`config.mk`:
```
export PLATFORM = sky130hd
export DESIGN_NAME = matrix_multiply_engine
export DESIGN_NICKNAME = d
export VERILOG_FILES = /design/src/rtl/mme_pkg.sv /design/src/rtl/mme_front.sv /design/src/rtl/mme_cmd_queue.sv /design/src/rtl/mme_back.sv /design/src/rtl/matrix_multiply_engine.sv
export SDC_FILE = /design/constraint.sdc
export NUM_CORES = 2
export LEC_CHECK = 0
export ABC_CLOCK_PERIOD_IN_PS = 5700
export BUFFER_PORTS_ARGS = -buffer_cell sky130_fd_sc_hd__clkbuf_2
export CORE_MARGIN = 2
export CORE_UTILIZATION = 35
export CTS_CLUSTER_SIZE = 8
export DETAILED_ROUTE_END_ITERATION = 10
export SLEW_MARGIN = 20
export SYNTH_ARGS = -nofsm -noshare
export SYNTH_HDL_FRONTEND = slang
export SYNTH_SLANG_ARGS = --single-unit
```
`constraint.sdc`:
```
create_clock -name clk -period 5.7 [get_ports clk]
set_input_delay 1.14 -clock clk [delete_from_list [all_inputs] [get_ports clk]]
set_output_delay 1.14 -clock clk [all_outputs]
set_load 0.05 [all_outputs]
```
`src/rtl/mme_pkg.sv`:
```
`default_nettype none
// ----------------------------------------------------------------------------
// mme_pkg: shared types and constants of the matrix multiply engine
// Item layouts, command codes, configuration register indexes and the
// arithmetic helpers used by the front end, the command queue and the back end.
// ----------------------------------------------------------------------------
package mme_pkg;

  localparam int MAX_DIM     = 8;
  localparam int ELEM_BITS   = 16;
  localparam int IDX_W       = 3;               // row and column index width
  localparam int DIM_W       = 4;               // configuration register width
  localparam int ADDR_W      = 2 * IDX_W;       // element store address
  localparam int STORE_DEPTH = 1 << ADDR_W;
  localparam int PROD_W      = 2 * ELEM_BITS;
  localparam int ACC_W       = PROD_W + IDX_W + 1;
  localparam int RES_W       = 32;
  localparam int CFG_IDX_W   = 2;
  localparam int CQ_DEPTH    = 4;
  localparam int CQ_PTR_W    = 2;
  localparam int OQ_DEPTH    = 2;
  localparam int OQ_PTR_W    = 1;

  typedef enum logic [1:0] {
    KIND_LOAD_A = 2'd0,
    KIND_LOAD_B = 2'd1,
    KIND_START  = 2'd2
  } in_kind_t;

  typedef enum logic [CFG_IDX_W-1:0] {
    CFG_ROW_COUNT  = 2'd0,
    CFG_INNER_SIZE = 2'd1,
    CFG_COL_COUNT  = 2'd2
  } cfg_reg_t;

  typedef enum logic [1:0] {
    OP_LOAD_A,
    OP_LOAD_B,
    OP_START
  } cmd_op_t;

  typedef enum logic [1:0] {
    BK_IDLE,
    BK_MAC,
    BK_DRAIN
  } back_state_t;

  typedef struct packed {
    logic [1:0]                  kind;
    logic [IDX_W-1:0]            row_index;
    logic [IDX_W-1:0]            col_index;
    logic signed [ELEM_BITS-1:0] element_value;
  } in_item_t;

  typedef struct packed {
    logic [IDX_W-1:0]        out_row;
    logic [IDX_W-1:0]        out_col;
    logic signed [RES_W-1:0] product_value;
    logic                    last_element;
  } out_item_t;

  typedef struct packed {
    cmd_op_t                     op;
    logic [IDX_W-1:0]            row;
    logic [IDX_W-1:0]            col;
    logic signed [ELEM_BITS-1:0] value;
  } cmd_t;

  typedef struct packed {
    logic [DIM_W-1:0] rows;
    logic [DIM_W-1:0] inner;
    logic [DIM_W-1:0] cols;
  } dims_t;

  // A zero dimension counts as one, anything above the store size as the maximum.
  function automatic logic [DIM_W-1:0] clamp_dim(input logic [DIM_W-1:0] v);
    logic [DIM_W-1:0] r;
    if (v == '0) begin
      r = DIM_W'(1);
    end else if (v > DIM_W'(MAX_DIM)) begin
      r = DIM_W'(MAX_DIM);
    end else begin
      r = v;
    end
    return r;
  endfunction

  // Saturate the exact sum to the signed Q16.16 result range.
  function automatic logic signed [RES_W-1:0] sat_result(input logic signed [ACC_W-1:0] v);
    logic              fits;
    logic [RES_W-1:0]  r;
    fits = (&v[ACC_W-1:RES_W-1]) | ~(|v[ACC_W-1:RES_W-1]);
    if (fits) begin
      r = v[RES_W-1:0];
    end else if (v[ACC_W-1]) begin
      r = {1'b1, {(RES_W-1){1'b0}}};
    end else begin
      r = {1'b0, {(RES_W-1){1'b1}}};
    end
    return r;
  endfunction

endpackage
`default_nettype wire

```
`src/rtl/mme_front.sv`:
```
`default_nettype none
// ----------------------------------------------------------------------------
// mme_front: input acceptance and classification
// Turns accepted items into commands and drops items that do nothing.
// ----------------------------------------------------------------------------
module mme_front (
  input  wire  logic              in_push,
  output       logic              in_full,
  input  wire  mme_pkg::in_item_t in_item,
  input  wire  logic              q_full,
  output       logic              q_push,
  output       mme_pkg::cmd_t     q_cmd
);

  logic keep;
  logic idx_ok;

  // Stores are indexed by row and column, so both must fall inside the store.
  assign idx_ok = ({1'b0, in_item.row_index} < (mme_pkg::IDX_W + 1)'(mme_pkg::MAX_DIM)) &&
                  ({1'b0, in_item.col_index} < (mme_pkg::IDX_W + 1)'(mme_pkg::MAX_DIM));

  always_comb begin
    q_cmd.row   = in_item.row_index;
    q_cmd.col   = in_item.col_index;
    q_cmd.value = in_item.element_value;
    case (in_item.kind)
      mme_pkg::KIND_LOAD_A: begin
        q_cmd.op = mme_pkg::OP_LOAD_A;
        keep     = idx_ok;
      end
      mme_pkg::KIND_LOAD_B: begin
        q_cmd.op = mme_pkg::OP_LOAD_B;
        keep     = idx_ok;
      end
      mme_pkg::KIND_START: begin
        q_cmd.op = mme_pkg::OP_START;
        keep     = 1'b1;
      end
      default: begin
        q_cmd.op = mme_pkg::OP_START;
        keep     = 1'b0;
      end
    endcase
  end

  assign in_full = q_full;
  assign q_push  = in_push & ~q_full & keep;

endmodule
`default_nettype wire

```
`src/rtl/mme_cmd_queue.sv`:
```
`default_nettype none
// ----------------------------------------------------------------------------
// mme_cmd_queue: command queue between front end and back end
// A small first-in first-out buffer of classified commands.
// ----------------------------------------------------------------------------
module mme_cmd_queue (
  input  wire  logic          clk,
  input  wire  logic          rst_n,
  input  wire  logic          push,
  input  wire  mme_pkg::cmd_t push_cmd,
  output       logic          full,
  output       logic          empty,
  output       mme_pkg::cmd_t head,
  input  wire  logic          pop
);

  mme_pkg::cmd_t               slot_r [mme_pkg::CQ_DEPTH];
  logic [mme_pkg::CQ_PTR_W-1:0] wr_ptr_r, wr_ptr_nxt;
  logic [mme_pkg::CQ_PTR_W-1:0] rd_ptr_r, rd_ptr_nxt;
  logic [mme_pkg::CQ_PTR_W:0]   cnt_r, cnt_nxt;
  logic                         do_push, do_pop;

  assign full    = (cnt_r == (mme_pkg::CQ_PTR_W + 1)'(mme_pkg::CQ_DEPTH));
  assign empty   = (cnt_r == '0);
  assign head    = slot_r[rd_ptr_r];
  assign do_push = push & ~full;
  assign do_pop  = pop & ~empty;

  always_comb begin
    wr_ptr_nxt = do_push ? wr_ptr_r + 1'b1 : wr_ptr_r;
    rd_ptr_nxt = do_pop ? rd_ptr_r + 1'b1 : rd_ptr_r;
    cnt_nxt    = cnt_r;
    if (do_push && !do_pop) begin
      cnt_nxt = cnt_r + 1'b1;
    end else if (do_pop && !do_push) begin
      cnt_nxt = cnt_r - 1'b1;
    end
  end

  always_ff @(posedge clk) begin
    if (!rst_n) begin
      wr_ptr_r <= '0;
      rd_ptr_r <= '0;
      cnt_r    <= '0;
    end else begin
      wr_ptr_r <= wr_ptr_nxt;
      rd_ptr_r <= rd_ptr_nxt;
      cnt_r    <= cnt_nxt;
    end
  end

  always_ff @(posedge clk) begin
    if (do_push) begin
      slot_r[wr_ptr_r] <= push_cmd;
    end
  end

endmodule
`default_nettype wire

```
`src/rtl/mme_back.sv`:
```
`default_nettype none
// ----------------------------------------------------------------------------
// mme_back: element stores, multiply-accumulate sequencer and result queue
// Executes load commands into the A and B stores and runs start commands
// through one shared multiply-accumulate pipeline, one product element at a time.
// ----------------------------------------------------------------------------
module mme_back (
  input  wire  logic               clk,
  input  wire  logic               rst_n,
  input  wire  mme_pkg::dims_t     dims,
  input  wire  logic               cmd_empty,
  input  wire  mme_pkg::cmd_t      cmd,
  output       logic               cmd_pop,
  output       logic               out_empty,
  input  wire  logic               out_pop,
  output       mme_pkg::out_item_t out_item
);

  localparam int IW = mme_pkg::IDX_W;
  localparam int DW = mme_pkg::DIM_W;

  mme_pkg::back_state_t state_r, state_nxt;
  mme_pkg::dims_t       dims_r, dims_nxt;
  logic [IW-1:0]        i_r, i_nxt, j_r, j_nxt, k_r, k_nxt;

  logic signed [mme_pkg::ELEM_BITS-1:0] mem_a [mme_pkg::STORE_DEPTH];
  logic signed [mme_pkg::ELEM_BITS-1:0] mem_b [mme_pkg::STORE_DEPTH];
  logic signed [mme_pkg::ELEM_BITS-1:0] a_rd_r, b_rd_r;
  logic signed [mme_pkg::PROD_W-1:0]    prod_r;
  logic signed [mme_pkg::ACC_W-1:0]     acc_r, acc_nxt;

  logic wr_a, wr_b, issue, issue_first, issue_last;
  logic s1_valid_r, s1_first_r, s1_last_r;
  logic s2_valid_r, s2_first_r, s2_last_r;
  logic done_r, elem_last;

  mme_pkg::out_item_t             oq_r [mme_pkg::OQ_DEPTH];
  logic [mme_pkg::OQ_PTR_W-1:0]   oq_wr_r, oq_rd_r;
  logic [mme_pkg::OQ_PTR_W:0]     oq_cnt_r;
  logic                           oq_full, oq_push, oq_pop;
  mme_pkg::out_item_t             oq_item;

  assign oq_full     = (oq_cnt_r == (mme_pkg::OQ_PTR_W + 1)'(mme_pkg::OQ_DEPTH));
  assign out_empty   = (oq_cnt_r == '0);
  assign out_item    = oq_r[oq_rd_r];
  assign oq_pop      = out_pop & ~out_empty;
  assign issue_first = (k_r == '0);
  assign issue_last  = ({1'b0, k_r} == dims_r.inner - DW'(1));
  assign elem_last   = ({1'b0, i_r} == dims_r.rows - DW'(1)) &&
                       ({1'b0, j_r} == dims_r.cols - DW'(1));

  // Sequencer: a load writes its store straight from idle, a start walks i, j and k.
  always_comb begin
    state_nxt = state_r;
    dims_nxt  = dims_r;
    i_nxt     = i_r;
    j_nxt     = j_r;
    k_nxt     = k_r;
    cmd_pop   = 1'b0;
    wr_a      = 1'b0;
    wr_b      = 1'b0;
    issue     = 1'b0;
    oq_push   = 1'b0;
    case (state_r)
      mme_pkg::BK_IDLE: begin
        if (!cmd_empty) begin
          cmd_pop = 1'b1;
          case (cmd.op)
            mme_pkg::OP_LOAD_A: wr_a = 1'b1;
            mme_pkg::OP_LOAD_B: wr_b = 1'b1;
            mme_pkg::OP_START: begin
              dims_nxt.rows  = mme_pkg::clamp_dim(dims.rows);
              dims_nxt.inner = mme_pkg::clamp_dim(dims.inner);
              dims_nxt.cols  = mme_pkg::clamp_dim(dims.cols);
              i_nxt          = '0;
              j_nxt          = '0;
              k_nxt          = '0;
              state_nxt      = mme_pkg::BK_MAC;
            end
            default: ;
          endcase
        end
      end
      mme_pkg::BK_MAC: begin
        // An element starts only when its result has a place to go.
        issue = ~issue_first | ~oq_full;
        if (issue) begin
          if (issue_last) begin
            k_nxt     = '0;
            state_nxt = mme_pkg::BK_DRAIN;
          end else begin
            k_nxt = k_r + 1'b1;
          end
        end
      end
      mme_pkg::BK_DRAIN: begin
        if (done_r) begin
          oq_push = 1'b1;
          if (elem_last) begin
            state_nxt = mme_pkg::BK_IDLE;
          end else begin
            state_nxt = mme_pkg::BK_MAC;
            if ({1'b0, j_r} == dims_r.cols - DW'(1)) begin
              j_nxt = '0;
              i_nxt = i_r + 1'b1;
            end else begin
              j_nxt = j_r + 1'b1;
            end
          end
        end
      end
      default: state_nxt = mme_pkg::BK_IDLE;
    endcase
  end

  always_ff @(posedge clk) begin
    if (!rst_n) begin
      state_r    <= mme_pkg::BK_IDLE;
      dims_r     <= '0;
      i_r        <= '0;
      j_r        <= '0;
      k_r        <= '0;
      s1_valid_r <= 1'b0;
      s1_first_r <= 1'b0;
      s1_last_r  <= 1'b0;
      s2_valid_r <= 1'b0;
      s2_first_r <= 1'b0;
      s2_last_r  <= 1'b0;
      done_r     <= 1'b0;
    end else begin
      state_r    <= state_nxt;
      dims_r     <= dims_nxt;
      i_r        <= i_nxt;
      j_r        <= j_nxt;
      k_r        <= k_nxt;
      s1_valid_r <= issue;
      s1_first_r <= issue_first;
      s1_last_r  <= issue_last;
      s2_valid_r <= s1_valid_r;
      s2_first_r <= s1_first_r;
      s2_last_r  <= s1_last_r;
      done_r     <= s2_valid_r & s2_last_r;
    end
  end

  // Element stores: one write port from loads, one registered read port each.
  always_ff @(posedge clk) begin
    if (wr_a) begin
      mem_a[{cmd.row, cmd.col}] <= cmd.value;
    end
    if (wr_b) begin
      mem_b[{cmd.row, cmd.col}] <= cmd.value;
    end
    a_rd_r <= mem_a[{i_r, k_r}];
    b_rd_r <= mem_b[{k_r, j_r}];
  end

  always_comb begin
    acc_nxt = (s2_first_r ? '0 : acc_r) + mme_pkg::ACC_W'(prod_r);
  end

  always_ff @(posedge clk) begin
    prod_r <= a_rd_r * b_rd_r;
    if (s2_valid_r) begin
      acc_r <= acc_nxt;
    end
  end

  // Result queue.
  always_comb begin
    oq_item.out_row       = i_r;
    oq_item.out_col       = j_r;
    oq_item.product_value = mme_pkg::sat_result(acc_r);
    oq_item.last_element  = elem_last;
  end

  always_ff @(posedge clk) begin
    if (!rst_n) begin
      oq_wr_r  <= '0;
      oq_rd_r  <= '0;
      oq_cnt_r <= '0;
    end else begin
      if (oq_push) begin
        oq_wr_r <= oq_wr_r + 1'b1;
      end
      if (oq_pop) begin
        oq_rd_r <= oq_rd_r + 1'b1;
      end
      if (oq_push && !oq_pop) begin
        oq_cnt_r <= oq_cnt_r + 1'b1;
      end else if (oq_pop && !oq_push) begin
        oq_cnt_r <= oq_cnt_r - 1'b1;
      end
    end
  end

  always_ff @(posedge clk) begin
    if (oq_push) begin
      oq_r[oq_wr_r] <= oq_item;
    end
  end

endmodule
`default_nettype wire

```
`src/rtl/matrix_multiply_engine.sv`:
```
// Flow: a load item enters the command queue on acceptance and is written into its store
// when the idle back end pops it. For each element of a start the back end issues one store
// read per inner index into the shared multiply-accumulate pipeline (store read, product and
// accumulator registers), lets it drain and pushes the element into the result queue.
// Throughput: one load item per cycle while the back end is free. Reset (rst_n, synchronous,
// active low) empties both queues, idles the sequencer and sets the dimensions to 8.
`default_nettype none
// ----------------------------------------------------------------------------
// matrix_multiply_engine: fixed-point matrix multiply, top level
// Loads A and B one element at a time and streams out the product A*B in
// row-major order as saturated signed Q16.16 values.
// ----------------------------------------------------------------------------
module matrix_multiply_engine (
  input  wire  logic                              clk,
  input  wire  logic                              rst_n,
  // Input items: load A element, load B element or start.
  input  wire  logic                              in_push,
  output       logic                              in_full,
  input  wire  mme_pkg::in_item_t                 in_item,
  // Product elements.
  output       logic                              out_empty,
  input  wire  logic                              out_pop,
  output       mme_pkg::out_item_t                out_item,
  // Dimension registers.
  input  wire  logic                              cfg_valid,
  output       logic                              cfg_ready,
  input  wire  logic [mme_pkg::CFG_IDX_W-1:0]     cfg_index,
  input  wire  logic [mme_pkg::DIM_W-1:0]         cfg_data
);

  // Raw dimension registers. They are clamped into range when a start item is
  // picked up by the back end, so a write of zero or of a too-large value is
  // harmless here. The element stores are undefined until written.
  mme_pkg::dims_t dims_r, dims_nxt;

  // Front end to command queue.
  logic          q_push;
  logic          q_full;
  mme_pkg::cmd_t q_cmd;

  // Command queue to back end.
  logic          cq_empty;
  logic          cq_pop;
  mme_pkg::cmd_t cq_head;

  // Configuration is never back-pressured.
  assign cfg_ready = 1'b1;

  always_comb begin
    dims_nxt = dims_r;
    if (cfg_valid) begin
      case (cfg_index)
        mme_pkg::CFG_ROW_COUNT:  dims_nxt.rows  = cfg_data;
        mme_pkg::CFG_INNER_SIZE: dims_nxt.inner = cfg_data;
        mme_pkg::CFG_COL_COUNT:  dims_nxt.cols  = cfg_data;
        default: ;
      endcase
    end
  end

  always_ff @(posedge clk) begin
    if (!rst_n) begin
      dims_r.rows  <= mme_pkg::DIM_W'(mme_pkg::MAX_DIM);
      dims_r.inner <= mme_pkg::DIM_W'(mme_pkg::MAX_DIM);
      dims_r.cols  <= mme_pkg::DIM_W'(mme_pkg::MAX_DIM);
    end else begin
      dims_r <= dims_nxt;
    end
  end

  // The front end classifies each accepted item and drops those that have no
  // effect (the unused kind and loads outside the store).
  mme_front u_front (
    .in_push (in_push),
    .in_full (in_full),
    .in_item (in_item),
    .q_full  (q_full),
    .q_push  (q_push),
    .q_cmd   (q_cmd)
  );

  // The command queue lets loads stream in while the back end is busy with a
  // multiply; commands are executed strictly in arrival order, so a load that
  // follows a start never disturbs that start's operands.
  mme_cmd_queue u_cq (
    .clk      (clk),
    .rst_n    (rst_n),
    .push     (q_push),
    .push_cmd (q_cmd),
    .full     (q_full),
    .empty    (cq_empty),
    .head     (cq_head),
    .pop      (cq_pop)
  );

  // The back end owns the element stores, the multiply-accumulate pipeline
  // and the result queue that faces the output port.
  mme_back u_back (
    .clk       (clk),
    .rst_n     (rst_n),
    .dims      (dims_r),
    .cmd_empty (cq_empty),
    .cmd       (cq_head),
    .cmd_pop   (cq_pop),
    .out_empty (out_empty),
    .out_pop   (out_pop),
    .out_item  (out_item)
  );

endmodule
`default_nettype wire

```
==> flow_metrics.tcl <==
set metrics [dict create \
    run_status "complete, but fails checks" \
    violations_in_the_final_reports "setup timing" \
    grt_max_degree 103 \
    final_setup_margin_ns -0.150 \
    critical_path_peak_fanout 7 \
    timing.fmax_mhz 171 \
    worst-slew-pin-transition_ns 1.09 \
    slew_headroom 0.272 \
    detailroute.wirelength.met2_microns 112000 \
    global_route_wire_length_before_repair_microns 354000 \
    gr-usage-all-layers 0.163 \
    grt_overflow_total 0 \
    vias_in_the_first_global_route 52000 \
    fin_nets 6087 \
    min_period_ns 5.85 \
    setup_viol 4 \
    io_pins 77 \
    syn_nets 5544 \
    worst_hold_path.num_cells 1 \
    die_x_microns 542 \
    initial_antenna_violation_count 17 \
    wirelength_microns 241000 \
    post_synth.cell_area_avg_sq_um 19.8 \
    route.layer.met1.wl_microns 108000 \
    hold_path_class "reg2reg" \
    tritoncts_num_sinks 2378 \
    met3_wirelength_microns 17000 \
    count_of_tritonroute_iterations_in_the_first_routing_pass 5 \
    numCtsBuffers 338 \
    dp_slack_ns -0.559 \
    yosys_register_bits 2378 \
    async_reset_ff_frac 0 \
    min_period_over_period 1.03 \
    worst_r2r_path_depth 19 \
    r2r_start "u_back.b_rd_r[3]$_DFF_P_" \
    r2r_end "u_back.prod_r[31]$_DFF_P_" \
    clock_insertion_delay_worst_skew_ns 0.90 \
    overall_via_count_from_detail_route 49900 \
    root_buffer "sky130_fd_sc_hd__clkbuf_16" \
    die_area_sq_um 294000 \
    die_height_microns 542 \
    slew_violations 0 \
    synth_edf_count 2258 \
    cts.hold.buffers_added 0 \
    design.core.area_sq_um 288000 \
    postSynthCellCount 5115 \
    placementRows 197 \
    synth_top_area_cell "sky130_fd_sc_hd__edfxtp_1" \
    startpoint_class_of_the_critical_path "flip-flop" \
    htreeDepth 5 \
    share_of_cells_above_drive_strength_1 0.289 \
    drt-vias-per-instance 5.22 \
    place.gp.congestion 0.828 \
    filler_cell_count 25000 \
    ys_warn_count 0 \
    hold_end "u_back.s2_valid_r$_SDFF_PN0_" \
    first_iter_violations 5270 \
    ys_top_cells_by_area "sky130_fd_sc_hd__edfxtp_1, sky130_fd_sc_hd__mux4_2, sky130_fd_sc_hd__fa_1, sky130_fd_sc_hd__dfxtp_1, sky130_fd_sc_hd__ha_1" \
    worst-endpoint-required_ns 6.42 \
    hold_violations 0 \
    floorplan.initialDensity 0.352 \
    portion_of_the_post_synthesis_area_used_by_sequential_elements 0.693 \
    endpoint_kind "flip-flop" \
    port-buffer-count 75 \
    drv.max_cap_violation_count 0 \
    detailed_place_hpwl_microns 148000 \
    grt_setup_unrepaired "true" \
    post-synth-top-area-fraction 0.669 \
    hold-worst-slack_ns 0.437 \
    routed.top_layer "met5" \
    worst_hold_startpoint "u_back.s1_valid_r$_SDFF_PN0_" \
    route.detailed.drc 0 \
    tritoncts "built" \
    synth.distinct_cells 73 \
    dominantRegCellSynth "sky130_fd_sc_hd__edfxtp_1" \
    synth_to_layout_area_growth_pct 17.1 \
    timing.clock.skew_ns 0.0780 \
    cts.clk_slew.worst_paths_ns 0.05 \
    setup.reg_to_reg.worst_slack_ns -0.15 \
    critPathArrivalTime_ns 6.57 \
    cts.path.max_buffers 4 \
    synth_area_sq_um 101000 \
    timing_worst_setup_path_type "reg2reg" \
    detail-route-antenna-nets 0 \
    wire_per_inst_microns 25.2 \
]
synth_stat cells (all sizes together), types with 8 or more instances:
cell and n:
xnor2 54, clkbuf 170, nand3 19, fa 264
xor2 26, a21oi 70, and3 12, edfxtp 2258
a21boi 8, o21a 12, dfxtp 120, o21ai 34
and2 144, mux4 696, a21o 55, nor3b 9
nor3 25, nor2b 76, mux2 40, nor2 199
nand2 174, buf 58, mux2i 22, ha 130
inv 334, nand2b 12
what timing repair did:
action                     4_1_cts  5_1_grt
setup endpoints to repair        9       10
pin swaps                       48       45
buffers inserted                 9       10
gates resized for setup         71       60
hold endpoints to repair         0        0
gates cloned                     1        2
how the worst max path moves through the flow:
stage / slack (ns) / end / from / depth (start not counted)
finish: -0.15 / u_back.prod_r[31]$_DFF_P_ / u_back.b_rd_r[3]$_DFF_P_ / 19
global route: -0.30 / u_back.prod_r[31]$_DFF_P_ / u_back.b_rd_r[4]$_DFF_P_ / 22
CTS: -0.20 / u_back.prod_r[31]$_DFF_P_ / u_back.a_rd_r[8]$_DFF_P_ / 20
detailed placement: -0.56 / u_back.prod_r[31]$_DFF_P_ / u_back.b_rd_r[4]$_DFF_P_ / 20
global placement: -0.58 / u_back.prod_r[31]$_DFF_P_ / u_back.b_rd_r[4]$_DFF_P_ / 22
floorplan: -0.13 / u_back.prod_r[31]$_DFF_P_ / u_back.b_rd_r[3]$_DFF_P_ / 19
worst max-delay path: stages (launching register included):
cell and delay (ns):
sky130_fd_sc_hd__dfxtp_4 0.37, sky130_fd_sc_hd__and2_4 0.16, sky130_fd_sc_hd__fa_2 0.69, sky130_fd_sc_hd__fa_2 0.50, sky130_fd_sc_hd__fa_1 0.51, sky130_fd_sc_hd__fa_1 0.52, sky130_fd_sc_hd__fa_1 0.51, sky130_fd_sc_hd__inv_1 0.05
sky130_fd_sc_hd__fa_1 0.49, sky130_fd_sc_hd__inv_2 0.05, sky130_fd_sc_hd__ha_4 0.26, sky130_fd_sc_hd__and4_4 0.21, sky130_fd_sc_hd__and3_4 0.18, sky130_fd_sc_hd__a22o_1 0.17, sky130_fd_sc_hd__a31oi_4 0.06, sky130_fd_sc_hd__o211ai_1 0.32
sky130_fd_sc_hd__nor4_2 0.08, sky130_fd_sc_hd__buf_4 0.15, sky130_fd_sc_hd__o21ai_2 0.09, sky130_fd_sc_hd__or3b_4 0.37
routing by layer:
layer / global-route usage / up-vias
li1: - / 21100
met1: 0.241 / 26800
met2: 0.251 / 1643
met3: 0.0273 / 321
met4: 0.0377 / 12
met5: 0 / -
state kept, by name, summed over array words and instances, names as in the netlist, 2 cells and up, named ones only:
register         count
u_cq.wr_ptr_r        2
u_back.i_r           3
u_cq.rd_ptr_r        2
u_back.k_r           3
u_back.oq_cnt_r      2
u_back.dims_r       12
u_cq.slot_r         96
u_cq.cnt_r           3
u_back.state_r       2
u_back.mem_a      1024
u_back.j_r           3
u_back.acc_r        36
u_back.a_rd_r       16
u_back.oq_r         78
dims_r              12
u_back.b_rd_r       16
u_back.prod_r       32
u_back.mem_b      1024
layout by cell type, fill, tap and decap left out, drive strengths merged, types with 120 or more instances in the layout:
| cell type | instances |
|---|---|
| nand2 | 174 |
| mux4 | 696 |
| buf | 355 |
| edfxtp | 2258 |
| dfxtp | 120 |
| ha | 130 |
| and2 | 144 |
| fa | 264 |
| nor2 | 199 |
| inv | 339 |
| clkbuf | 498 |
stage by stage:
stage | utilization | instances | TNS (ns) | instance area, sq um
3_3_place_gp | 0.377 | 9079 | -2.19 | 109000
5_1_grt | 0.412 | 9549 | -1.17 | 119000
4_1_cts | 0.411 | 9536 | -0.437 | 118000
2_1_floorplan | - | 5115 | -0.134 | 102000
6_report | 0.412 | 9554 | -0.365 | 119000
3_5_place_dp | 0.377 | 9079 | -2.20 | 109000
final cells by class:
class,count,area (sq um),area share
clock inverters,27,549,0.00463
well taps,3781,4730,0.0399
repair buffers,431,3490,0.0294
inverters,334,1260,0.0106
clock buffers,422,8880,0.0748
flip-flops and latches,2378,70300,0.593
diodes,6,15.0,0.000127
multi-input cells,2175,29400,0.248
kinds of logic after synthesis:
kind of cell             synth area share
adder cells (fa/ha/maj)            0.0682
AO/OA/AOI/OAI                      0.0152
flip-flops                          0.693
other                           0.0000370
AND/OR/NAND/NOR                    0.0346
buffers and inverters              0.0210
XOR/XNOR                          0.00691
multiplexers                        0.161
Power is left out: the tool's default activity adds up to more than one toggle a clock period on the data nets, which glitch-free logic cannot reach.
